--- config.mk ---
export PLATFORM = sky130hd
export DESIGN_NAME = bytea_text_decoder_flat
export DESIGN_NICKNAME = d
export VERILOG_FILES = /design/src/sv/bytd_pkg.sv /design/src/sv/bytd_if.sv /design/src/sv/bytea_text_decoder.sv /design/src/sv/bytd_core.sv /design/src/flat_wrapper.sv
export SDC_FILE = /design/constraint.sdc
export NUM_CORES = 1
export LEC_CHECK = 0
export ABC_AREA = 1
export BUFFER_PORTS_ARGS = -buffer_cell sky130_fd_sc_hd__buf_2
export CAP_MARGIN = 40
export CELL_PAD_IN_SITES_DETAIL_PLACEMENT = 1
export CELL_PAD_IN_SITES_GLOBAL_PLACEMENT = 1
export CORE_MARGIN = 2
export CORE_UTILIZATION = 30
export CTS_BUF_LIST = sky130_fd_sc_hd__clkbuf_2 sky130_fd_sc_hd__clkbuf_4 sky130_fd_sc_hd__clkbuf_8
export CTS_CLUSTER_DIAMETER = 100
export DETAILED_ROUTE_END_ITERATION = 8
export GPL_TIMING_DRIVEN = 0
export PLACE_DENSITY = 0.65
export SLEW_MARGIN = 20
export SYNTH_ARGS = -nofsm -noshare
export SYNTH_HDL_FRONTEND = slang
export SYNTH_SLANG_ARGS = --single-unit
export TNS_END_PERCENT = 10
--- constraint.sdc ---
create_clock -name clk -period 3.6 [get_ports clk]
set_clock_uncertainty 0.1 [all_clocks]
set_input_delay 0.9 -clock clk [delete_from_list [all_inputs] [get_ports clk]]
set_output_delay 0.9 -clock clk [all_outputs]
set_load 0.1 [all_outputs]
--- src/sv/bytd_pkg.sv ---
package bytd_pkg;

  // Character codes used by the decoder
  localparam logic [7:0] CH_BSLASH = 8'h5C;
  localparam logic [7:0] CH_X      = 8'h78;

  // Position within one textual value
  typedef enum logic [3:0] {
    PH_START  = 4'd0,
    PH_PREFIX = 4'd1,
    PH_HEX_HI = 4'd2,
    PH_HEX_LO = 4'd3,
    PH_PLAIN  = 4'd4,
    PH_ESC    = 4'd5,
    PH_OCT1   = 4'd6,
    PH_OCT2   = 4'd7,
    PH_ERROR  = 4'd8
  } phase_t;

  typedef enum logic [1:0] {
    ST_OK     = 2'd0,
    ST_BADHEX = 2'd1,
    ST_ODDHEX = 2'd2,
    ST_BADESC = 2'd3
  } status_t;

  typedef struct packed {
    logic [7:0] char_in;
    logic       last_char;
  } in_item_t;

  typedef struct packed {
    logic [7:0] byte_value;
    logic       byte_valid;
    logic       value_end;
    status_t    status;
  } out_item_t;

  // Hex digit decode: bit 4 flags a valid digit, bits 3:0 hold its value
  function automatic logic [4:0] hex_digit(input logic [7:0] c);
    logic [4:0] r;
    r = 5'd0;
    if (c inside {[8'h30:8'h39]}) begin
      r = {1'b1, c[3:0]};
    end else if (c inside {[8'h41:8'h46], [8'h61:8'h66]}) begin
      r = {1'b1, c[3:0] + 4'd9};
    end
    return r;
  endfunction

  function automatic logic is_octal(input logic [7:0] c);
    return c inside {[8'h30:8'h37]};
  endfunction

endpackage

--- src/sv/bytd_if.sv ---
interface bytd_in_if;
  logic       valid;
  logic       ready;
  logic [7:0] char_in;
  logic       last_char;

  modport source (output valid, output char_in, output last_char, input ready);
  modport sink   (input valid, input char_in, input last_char, output ready);
  modport mon    (input valid, input char_in, input last_char, input ready);
endinterface

interface bytd_out_if;
  logic       valid;
  logic       ready;
  logic [7:0] byte_value;
  logic       byte_valid;
  logic       value_end;
  logic [1:0] status;

  modport source (output valid, output byte_value, output byte_valid,
                  output value_end, output status, input ready);
  modport sink   (input valid, input byte_value, input byte_valid,
                  input value_end, input status, output ready);
  modport mon    (input valid, input byte_value, input byte_valid,
                  input value_end, input status, input ready);
endinterface

--- src/sv/bytea_text_decoder.sv ---
// Channel   Dir  Payload                                        Transfer when
// in_ch     in   char_in[7:0], last_char                        valid && ready
// out_ch    out  byte_value[7:0], byte_valid, value_end,        valid && ready
//                status[1:0]
//
// One character per cycle sustained while out_ch is not stalled. A character
// is taken into the input register, decoded from there in the next cycle, and
// its result, if any, lands in the output register and shows on out_ch.
// Reset (rst_n low, synchronous) returns to start of value and empties both
// registers. A stall on out_ch holds the output register; the input register
// still drains characters that produce no result, then in_ch backs up.
module bytea_text_decoder import bytd_pkg::*; (
  input logic         clk,
  input logic         rst_n,
  bytd_in_if.sink     in_ch,
  bytd_out_if.source  out_ch
);

  // input register
  logic      in_valid_r;
  in_item_t  in_item_r;

  // output register
  logic      out_valid_r;
  out_item_t out_item_r;

  logic      res_have;
  out_item_t res;
  logic      out_free;
  logic      step;
  logic      in_take;

  // Output register can take a new result when empty or draining this cycle
  assign out_free = !out_valid_r || out_ch.ready;

  // Advance the held character when its result (if any) has room to land
  assign step    = in_valid_r && (!res_have || out_free);
  assign in_take = in_ch.valid && in_ch.ready;

  assign in_ch.ready = !in_valid_r || step;

  bytd_core u_core (
    .clk      (clk),
    .rst_n    (rst_n),
    .step     (step),
    .item     (in_item_r),
    .res_have (res_have),
    .res      (res)
  );

  always_ff @(posedge clk) begin
    if (!rst_n) begin
      in_valid_r <= 1'b0;
    end else if (in_ch.ready) begin
      in_valid_r <= in_ch.valid;
    end
  end

  // Payload: load on transfer, hold otherwise
  always_ff @(posedge clk) begin
    if (in_take) begin
      in_item_r.char_in   <= in_ch.char_in;
      in_item_r.last_char <= in_ch.last_char;
    end
  end

  always_ff @(posedge clk) begin
    if (!rst_n) begin
      out_valid_r <= 1'b0;
    end else if (step && res_have) begin
      out_valid_r <= 1'b1;
    end else if (out_ch.ready) begin
      out_valid_r <= 1'b0;
    end
  end

  always_ff @(posedge clk) begin
    if (step && res_have) begin
      out_item_r <= res;
    end
  end

  assign out_ch.valid      = out_valid_r;
  assign out_ch.byte_value = out_item_r.byte_value;
  assign out_ch.byte_valid = out_item_r.byte_valid;
  assign out_ch.value_end  = out_item_r.value_end;
  assign out_ch.status     = out_item_r.status;

endmodule

--- src/sv/bytd_core.sv ---
module bytd_core import bytd_pkg::*; (
  input  logic      clk,
  input  logic      rst_n,
  input  logic      step,
  input  in_item_t  item,
  output logic      res_have,
  output out_item_t res
);

  phase_t     phase_r, phase_nxt;
  logic [5:0] part_r, part_nxt;
  status_t    err_r, err_nxt;

  logic       have;
  logic [7:0] byte_v;
  logic       esc_path;
  logic [4:0] hd;
  status_t    st;
  logic [7:0] c;

  always_comb begin
    c         = item.char_in;
    hd        = hex_digit(c);
    phase_nxt = phase_r;
    part_nxt  = part_r;
    err_nxt   = err_r;
    have      = 1'b0;
    byte_v    = 8'd0;
    esc_path  = 1'b0;

    case (phase_r)
      PH_PREFIX: begin
        if (c == CH_X) begin
          phase_nxt = PH_HEX_HI;
        end else begin
          esc_path = 1'b1;
        end
      end
      PH_HEX_HI: begin
        if (!hd[4]) begin
          err_nxt   = ST_BADHEX;
          phase_nxt = PH_ERROR;
        end else begin
          part_nxt  = {2'b00, hd[3:0]};
          phase_nxt = PH_HEX_LO;
        end
      end
      PH_HEX_LO: begin
        if (!hd[4]) begin
          err_nxt   = ST_BADHEX;
          phase_nxt = PH_ERROR;
        end else begin
          byte_v    = {part_r[3:0], hd[3:0]};
          have      = 1'b1;
          part_nxt  = 6'd0;
          phase_nxt = PH_HEX_HI;
        end
      end
      PH_ESC: begin
        esc_path = 1'b1;
      end
      PH_OCT1: begin
        if (is_octal(c)) begin
          part_nxt  = {1'b0, part_r[1:0], c[2:0]};
          phase_nxt = PH_OCT2;
        end else begin
          err_nxt   = ST_BADESC;
          phase_nxt = PH_ERROR;
        end
      end
      PH_OCT2: begin
        if (is_octal(c)) begin
          byte_v    = {part_r[4:0], c[2:0]};
          have      = 1'b1;
          part_nxt  = 6'd0;
          phase_nxt = PH_PLAIN;
        end else begin
          err_nxt   = ST_BADESC;
          phase_nxt = PH_ERROR;
        end
      end
      PH_ERROR: begin
      end
      PH_PLAIN: begin
        if (c == CH_BSLASH) begin
          phase_nxt = PH_ESC;
        end else begin
          byte_v = c;
          have   = 1'b1;
        end
      end
      default: begin
        // start of value, and any code never entered
        if (c == CH_BSLASH) begin
          phase_nxt = PH_PREFIX;
        end else begin
          byte_v    = c;
          have      = 1'b1;
          phase_nxt = PH_PLAIN;
        end
      end
    endcase

    // character after a backslash in escape mode
    if (esc_path) begin
      if (c == CH_BSLASH) begin
        byte_v    = CH_BSLASH;
        have      = 1'b1;
        phase_nxt = PH_PLAIN;
      end else if (c inside {[8'h30:8'h33]}) begin
        part_nxt  = {4'd0, c[1:0]};
        phase_nxt = PH_OCT1;
      end else begin
        err_nxt   = ST_BADESC;
        phase_nxt = PH_ERROR;
      end
    end

    st = err_nxt;
    if (st == ST_OK) begin
      if (phase_nxt == PH_HEX_LO) begin
        st = ST_ODDHEX;
      end else if (phase_nxt inside {PH_PREFIX, PH_ESC, PH_OCT1, PH_OCT2}) begin
        st = ST_BADESC;
      end
    end

    if (item.last_char) begin
      res_have       = 1'b1;
      res.byte_valid = have && (st == ST_OK);
      res.byte_value = (have && (st == ST_OK)) ? byte_v : 8'd0;
      res.value_end  = 1'b1;
      res.status     = st;
      phase_nxt      = PH_START;
      part_nxt       = 6'd0;
      err_nxt        = ST_OK;
    end else begin
      res_have       = have;
      res.byte_valid = 1'b1;
      res.byte_value = byte_v;
      res.value_end  = 1'b0;
      res.status     = ST_OK;
    end
  end

  always_ff @(posedge clk) begin
    if (!rst_n) begin
      phase_r <= PH_START;
      part_r  <= 6'd0;
      err_r   <= ST_OK;
    end else if (step) begin
      phase_r <= phase_nxt;
      part_r  <= part_nxt;
      err_r   <= err_nxt;
    end
  end

endmodule

--- src/flat_wrapper.sv ---
// flat-port wrapper written by rule: the top's interface ports become plain ports
module bytea_text_decoder_flat import bytd_pkg::*;
  (clk, rst_n, in_ch_valid, in_ch_char_in, in_ch_last_char, in_ch_ready, out_ch_valid, out_ch_byte_value, out_ch_byte_valid, out_ch_value_end, out_ch_status, out_ch_ready);
  bytd_in_if in_ch_i ();
  bytd_out_if out_ch_i ();
  input logic clk;
  input logic rst_n;
  input wire logic [$bits(in_ch_i.valid)-1:0] in_ch_valid;
  input wire logic [$bits(in_ch_i.char_in)-1:0] in_ch_char_in;
  input wire logic [$bits(in_ch_i.last_char)-1:0] in_ch_last_char;
  output wire logic [$bits(in_ch_i.ready)-1:0] in_ch_ready;
  output wire logic [$bits(out_ch_i.valid)-1:0] out_ch_valid;
  output wire logic [$bits(out_ch_i.byte_value)-1:0] out_ch_byte_value;
  output wire logic [$bits(out_ch_i.byte_valid)-1:0] out_ch_byte_valid;
  output wire logic [$bits(out_ch_i.value_end)-1:0] out_ch_value_end;
  output wire logic [$bits(out_ch_i.status)-1:0] out_ch_status;
  input wire logic [$bits(out_ch_i.ready)-1:0] out_ch_ready;
  assign in_ch_i.valid = in_ch_valid;
  assign in_ch_i.char_in = in_ch_char_in;
  assign in_ch_i.last_char = in_ch_last_char;
  assign in_ch_ready = in_ch_i.ready;
  assign out_ch_valid = out_ch_i.valid;
  assign out_ch_byte_value = out_ch_i.byte_value;
  assign out_ch_byte_valid = out_ch_i.byte_valid;
  assign out_ch_value_end = out_ch_i.value_end;
  assign out_ch_status = out_ch_i.status;
  assign out_ch_i.ready = out_ch_ready;
  bytea_text_decoder u_core (.clk(clk), .rst_n(rst_n), .in_ch(in_ch_i), .out_ch(out_ch_i));
endmodule
# --- Yosys cells after proc, flatten, opt, wreduce, memory -nomap -nowiden ---
# Index checks and enable logic that the tools add are counted.
word_totals:
  ff_bits: 35
  latch_bits: 0
  ram_bits: 0
  romBits: 0
  out_inout_bits: 14
  memories: 0
op_classes:
  add_sub_neg: 1
  n_mul: 0
  n_div: 0
  n_lt_le_gt_ge: 8
  eq_ne: 15
  n_shift: 0
  mux: 52
  n_bitwise: 0
  n_reduce_logical: 24
ops:
  columns: ["operator", "count"]
  rows:
  - ["6-bit 2-to-1 mux", 8]
  - ["8-bit 2-to-1 mux", 6]
  - ["4-bit 2-to-1 mux", 10]
  - ["4-bit by 3-bit equality test with 1-bit output (second input constant)", 7]
  - ["4-bit case mux with 7 select lines", 1]
  - ["8-bit by 6-bit less-or-equal comparator with 1-bit output (second input constant)", 3]
  - ["6-bit case mux with 4 select lines", 1]
  - ["8-bit case mux with 3 select lines", 1]
  - ["2-bit 2-to-1 mux", 9]
  - ["8-bit by 7-bit equality test with 1-bit output (second input constant)", 2]
  - ["8-bit by 7-bit >= comparator with 1-bit output (second input constant)", 2]
  - ["8-bit by 7-bit less-or-equal comparator with 1-bit output (second input constant)", 2]
  - ["4-bit by 2-bit equality test with 1-bit output (second input constant)", 3]
  - ["12-bit 2-to-1 mux", 1]
  - ["5-bit 2-to-1 mux", 2]
  - ["1-bit logical AND", 9]
  - ["1-bit 2-to-1 mux", 9]
  - ["4-bit by 1-bit equality test with 1-bit output (second input constant)", 2]
  - ["8-bit by 6-bit >= comparator with 1-bit output (second input constant)", 1]
  - ["2-bit OR reduction", 3]
  - ["5-bit OR reduction", 1]
  - ["4-bit adder (second input constant)", 1]
  - ["4-bit equality test (second input constant)", 1]
  - ["2-bit logical NOT", 2]
  - ["8 further kinds", 13]

# --- Depth between registers and ports, before layout ---
logic_depth:
  word_depth: 17
  ltp_mapped: 16
  mapped_depth_nobuf: 16

# --- Cells and area by module ---
# A second synthesis with hierarchy kept.
unflattened:
  cells_unflattened: 311
  area_unflattened_um2: 2214.6
modules_own_cells:
  columns: ["mod", "n_inst", "cells_each", "area_per_inst_um2", "seq_area_each_um2"]
  rows:
  - ["bytd_core", 1, 271, 1462.7, 220.2]
  - ["bytea_text_decoder", 1, 40, 752.0, 670.6]

# --- Worst setup path after synthesis ---
# OpenSTA, ideal clock, no wires.
synth_path:
  path_type: "register -> output"
  from: "register u_core.in_item_r[1] (netlist bit)"
  to: "output in_ch_ready"
  arrival_time_ps: 2423
  required_ps: 2600
  setup_slack_ps: 177
  stages_incl_launch_ff: 10
  path_buffers: 0
  cell_sequence: "edfxtp_1 > inv_1 > ha_1 > nand3_2 > nor3_4 > nand3_1 > nand2_1 > inv_2 > nand4_4 > nand3_1"
synth_between:
  elab_chain_len: 14
  word_cells_on_any_way: 29
  cone_classes: "order compare: 7; eq/ne: 2; mux: 11; reduce/logical: 9"
synth_lines:
  columns: ["element", "line_no", "rtl"]
  rows:
  - ["start: declaration", "bytea_text_decoder.sv:21", "in_item_t in_item_r;"]
  - ["8-bit by 7-bit >= comparator with 1-bit output / 8-bit by 7-bit less-or-equal comparator with 1-bit output (equally long branches)", "bytd_pkg.sv:45", "end else if (c inside {[8'h41:8'h46], [8'h61:8'h66]}) begin"]
  - ["1-bit logical AND", "bytd_pkg.sv:45", null]
  - ["2-bit nonzero test", "bytd_pkg.sv:45", null]
  - ["5-bit 2-to-1 mux", "bytd_pkg.sv:45", null]
  - ["5-bit 2-to-1 mux", "bytd_pkg.sv:43", "if (c inside {[8'h30:8'h39]}) begin"]
  - ["1-bit 2-to-1 mux", "bytd_core.sv:49", "if (!hd[4]) begin"]
  - ["1-bit case mux with 3 select lines", "bytd_core.sv:31", "case (phase_r)"]
  - ["1-bit 2-to-1 mux", "bytd_core.sv:106", "if (c == CH_BSLASH) begin"]
  - ["1-bit 2-to-1 mux (*)", "bytd_core.sv:105", "if (esc_path) begin"]
  - ["1-bit 2-to-1 mux (*)", "bytd_core.sv:128", "if (item.last_char) begin"]
  - ["1-bit logical NOT (*)", "bytea_text_decoder.sv:37", "assign step = in_valid_r && (!res_have || out_free);"]
  - ["1-bit logical OR (*)", "bytea_text_decoder.sv:37", null]
  - ["1-bit logical AND (*)", "bytea_text_decoder.sv:37", null]
  - ["1-bit logical OR (*)", "bytea_text_decoder.sv:40", "assign in_ch.ready = !in_valid_r || step;"]
  - ["end: declaration", "flat_wrapper.sv:11", "output wire logic [$bits(in_ch_i.ready)-1:0] in_ch_ready;"]
# Mark *: on every way between the ends. The rest lies on a longest branch, timed or not.

# --- Final worst setup path ---
layout_path:
  from: "register u_core.in_item_r[2] (netlist bit)"
  to: "output in_ch_ready"
# Same word-level chain as after synthesis.

==> summary.txt <==
Critical path
  • Worst Setup End Kind: output pin
  • CP Data Arrival Time: 2.43 ns
  • Crit path cell chain: inv_2, ha_4, nand3_2, nor3_4, inv_2, nand3_2, nand2_1, inv_2, nand4_4, nand3_2, buf_8
  • Critical-path top delay cell: edfxtp_1
  • CP Max Fanout: 5
  • Critical Path RT: 2.60 ns
  • Bufs and invs on worst path: 4
  • Worst path top cell family by delay: simple AND/OR/NAND/NOR gates
  • Crit path kind: flip-flop to output pin
  • Crit path launch type: flip-flop
  • Max incr delay on CP: 0.47 ns

Route
  • Detailed Routing Iterations Pass 1: 4
  • Routed WL per cell: 14.5 um
  • Highest routed layer: met4
  • Vias per Instance: 4.78
  • Remaining antenna violation count: 0
  • Routed met2 length: between 3 and 4 mm
  • Total wire length: 6.81 mm
  • Vias post-DR: 2250
  • DRC errors left: 0
  • Metal-1 WL: 3.29 mm
  • Initial drt markers: 91
  • Detail Route met3 WL: 271 um

Layout
  • Final Cell Area: between 2000 and 3000 um^2
  • Most frequent cells in the layout: nand2_1 (92), nor2_1 (59), inv_1 (40)
  • # nets final: 385
  • Area grow syn2layout: 18.6%
  • ANT cells: 0
  • Register area: 891 um^2
  • Layout cells sized above 1: 18.7%
  • Multi-input logic area: 1240 um^2
  • Commonest non-fill, non-tap cell in the layout: nand2_1
  • Fin cells: 471
  • Fillers: 1001

Clocking
  • Clock slew at reported path FFs: 0.07 ns
  • CTS Sinks: 34
  • CTS tree: done
  • Post-CTS Hold Fix Bufs: 0
  • Maximum root-to-sink buffer count: 2
  • H-tree depth: 2
  • CTS Buf Count: 5
  • CTS root buf: clkbuf_8
  • Insertion delay to the later sink of the worst-skew pair: about 0.29 ns

Logic synthesis
  • Cell variety after synth: 31
  • Synthesized Nets: 347
  • Mapped Area: 2310 um^2
  • Avg Cell Area, Syn: 7.00 um^2
  • Synth area leaders: edfxtp_1 (27%), nand2_1 (15%), dfxtp_1 (11%)
  • Cells after synthesis: 330
  • Dominant cell type by area after synthesis: edfxtp_1
  • Yosys top cell area share: 27.3%
  • Synthesis warning total: 0
  • Seq/Total Area, Yosys: 38.5%
  • Synthesized flop and latch total: 34

Placement
  • Placer's final routability congestion estimate: 0.850
  • Total placed cells including tap cells: between 400 and 500
  • Detailed Place HPWL: between 5 and 6 mm
  • Pre-CTS setup slack: -0.0929 ns
  • Number of buffers added on ports: 26
  • Placed cell areas: 2570 um^2

Global route
  • Number of global-route vias before repair: 2288
  • Antenna violations before repair: 0
  • Largest net degree at the start of global routing: 13
  • Total Routing Usage GR: 17.0%
  • Global-route wire length before repair: 11.3 mm
  • GRT overflow: 0

STA
  • Final hold slack: 0.390 ns
  • Post-route minimum period: 3.43 ns
  • Hold Vio Cnt, Final: 0
  • Crit share post-route: 95.3%
  • Final Setup Violations: 0
  • Max-slew violation count: 0
  • Setup slack after layout: 0.169 ns
  • Transition time of the tightest slew-check pin: 0.537 ns
  • Max Freq: 291 MHz
  • Slew margin rel.: 64.2%
  • RSZ-0062 raised after global routing: false

Floorplanning
  • Core Region: approximately 7600 um^2
  • Die W: just over 90 um
  • Chip Height: 91.8 um
  • # rows: 32
  • # IOs: 27
  • Starting Density: 30.4%
  • Die footprint: between 8000 and 9000 um^2

Power
  • LEAKAGE: 1.35 nW
  • Power per cell area: approximately 400 nW/um^2
  • Worst vdd ir: 0.157 mV

Flow run
  • Max-cap viol count: 0

Status
  • Status: finished, final reports clean

Hold path
  • Hold Path Class: flip-flop to flip-flop
==> final cells by class <==
cell class                 count  share of cell area, %
inverter                      46                   6.30
clock inverter                 1                  0.183
multi-input combinational    244                   45.3
clock buffer                   7                   3.29
timing repair buffer          31                   6.48
sequential                    34                   32.5
buffer                         6                   1.32
tap                          102                   4.66
==> report_power, final <==
| group | internal (mW) | switching [mW] | leakage, nW |
|---|---|---|---|
| registers | 0.448 | 0.0174 | 0.309 |
| clock network | 0.162 | 0.144 | 0.0517 |
| logic | 0.0792 | 0.236 | 0.988 |
==> metal layers <==
metal / GRT usage [%] / up-vias
met5: 0 / -
met4: 4.48 / 0
met3: 2.71 / 8
met2: 28.6 / 54
met1: 22.6 / 1037
li1: - / 1151
==> worst register-to-register path, stage by stage, from the launching register on <==
cell and delay [ns]:
edfxtp_1 0.47, inv_2 0.16, ha_4 0.19, nand3_2 0.10, nor3_4 0.26, inv_2 0.10
nand3_2 0.10, nand2_1 0.11, inv_2 0.10, nand4_4 0.18, a21oi_4 0.28, buf_6 0.18
nand2_1 0.06, inv_1 0.33
==> stage by stage <==
stage | power, mW | TNS (ns) | util, %
5_1_grt | 1.15 | 0 | 36.0
4_1_cts | 1.09 | 0 | 35.7
3_3_place_gp | 0.777 | -0.0625 | 33.8
2_1_floorplan | 0.712 | 0 | -
3_5_place_dp | 0.782 | -0.0929 | 33.8
6_report | 1.09 | 0 | 36.0
==> synth_stat cells, drive strengths merged <==
cell,count
o21ai,15
ha,4
nand4,11
dfxtp,13
o22ai,2
o21a,1
a221oi,1
xor2,1
edfxtp,21
o211ai,1
clkbuf,2
nor2,59
inv,46
or2,1
nand2,96
buf,4
nand3,31
nor3,6
o221ai,3
a21oi,12
==> sequential cells by signal, indices dropped and copies added (netlist names) <==
signal                    count
u_core.in_valid_r             1
u_core.out_ch.byte_valid      1
u_core.u_core.err_r           2
u_core.u_core.phase_r         4
u_core.out_ch.value_end       1
u_core.u_core.part_r          5
u_core.out_ch.status          2
u_core.out_ch.byte_value      8
u_core.in_item_r              9
u_core.out_ch.valid           1
==> path summary, 6_finish.rpt <==
| kind | start | end | slack [ns] | depth (start not counted) |
|---|---|---|---|---|
| min | u_core.u_core.err_r[1] | u_core.u_core.err_r[1] | 0.39 | 2 |
| min reg2reg | u_core.u_core.err_r[1] | u_core.u_core.err_r[1] | 0.39 | 2 |
| max reg2reg | u_core.in_item_r[2] | u_core.out_ch.byte_value[7] | 0.53 | 13 |
| max | u_core.in_item_r[2] | in_ch_ready | 0.17 | 11 |
==> logic make-up (layout without fill, tap and decap cells) <==
group / after synthesis / count (layout) / synth area share [%]
xor gates and xnor gates: 1 / 1 / 0.379
and+or+nand+nor: 204 / 204 / 40.7
buffers and inverters: 52 / 91 / 9.04
DFF: 34 / 34 / 38.5
adders and majority gates: 4 / 4 / 2.17
AOI/OAI and AO/OA: 35 / 35 / 9.20
==> what timing repair did <==
item / in CTS / in global routing
hold endpoints to repair: 0 / 0
gates resized for setup: 6 / 4
pin swaps: 1 / 2
setup buffers: 4 / 1
endpoints found under the setup margin: 1 / 1
No activity file was read; power rests on OpenSTA's default activity.
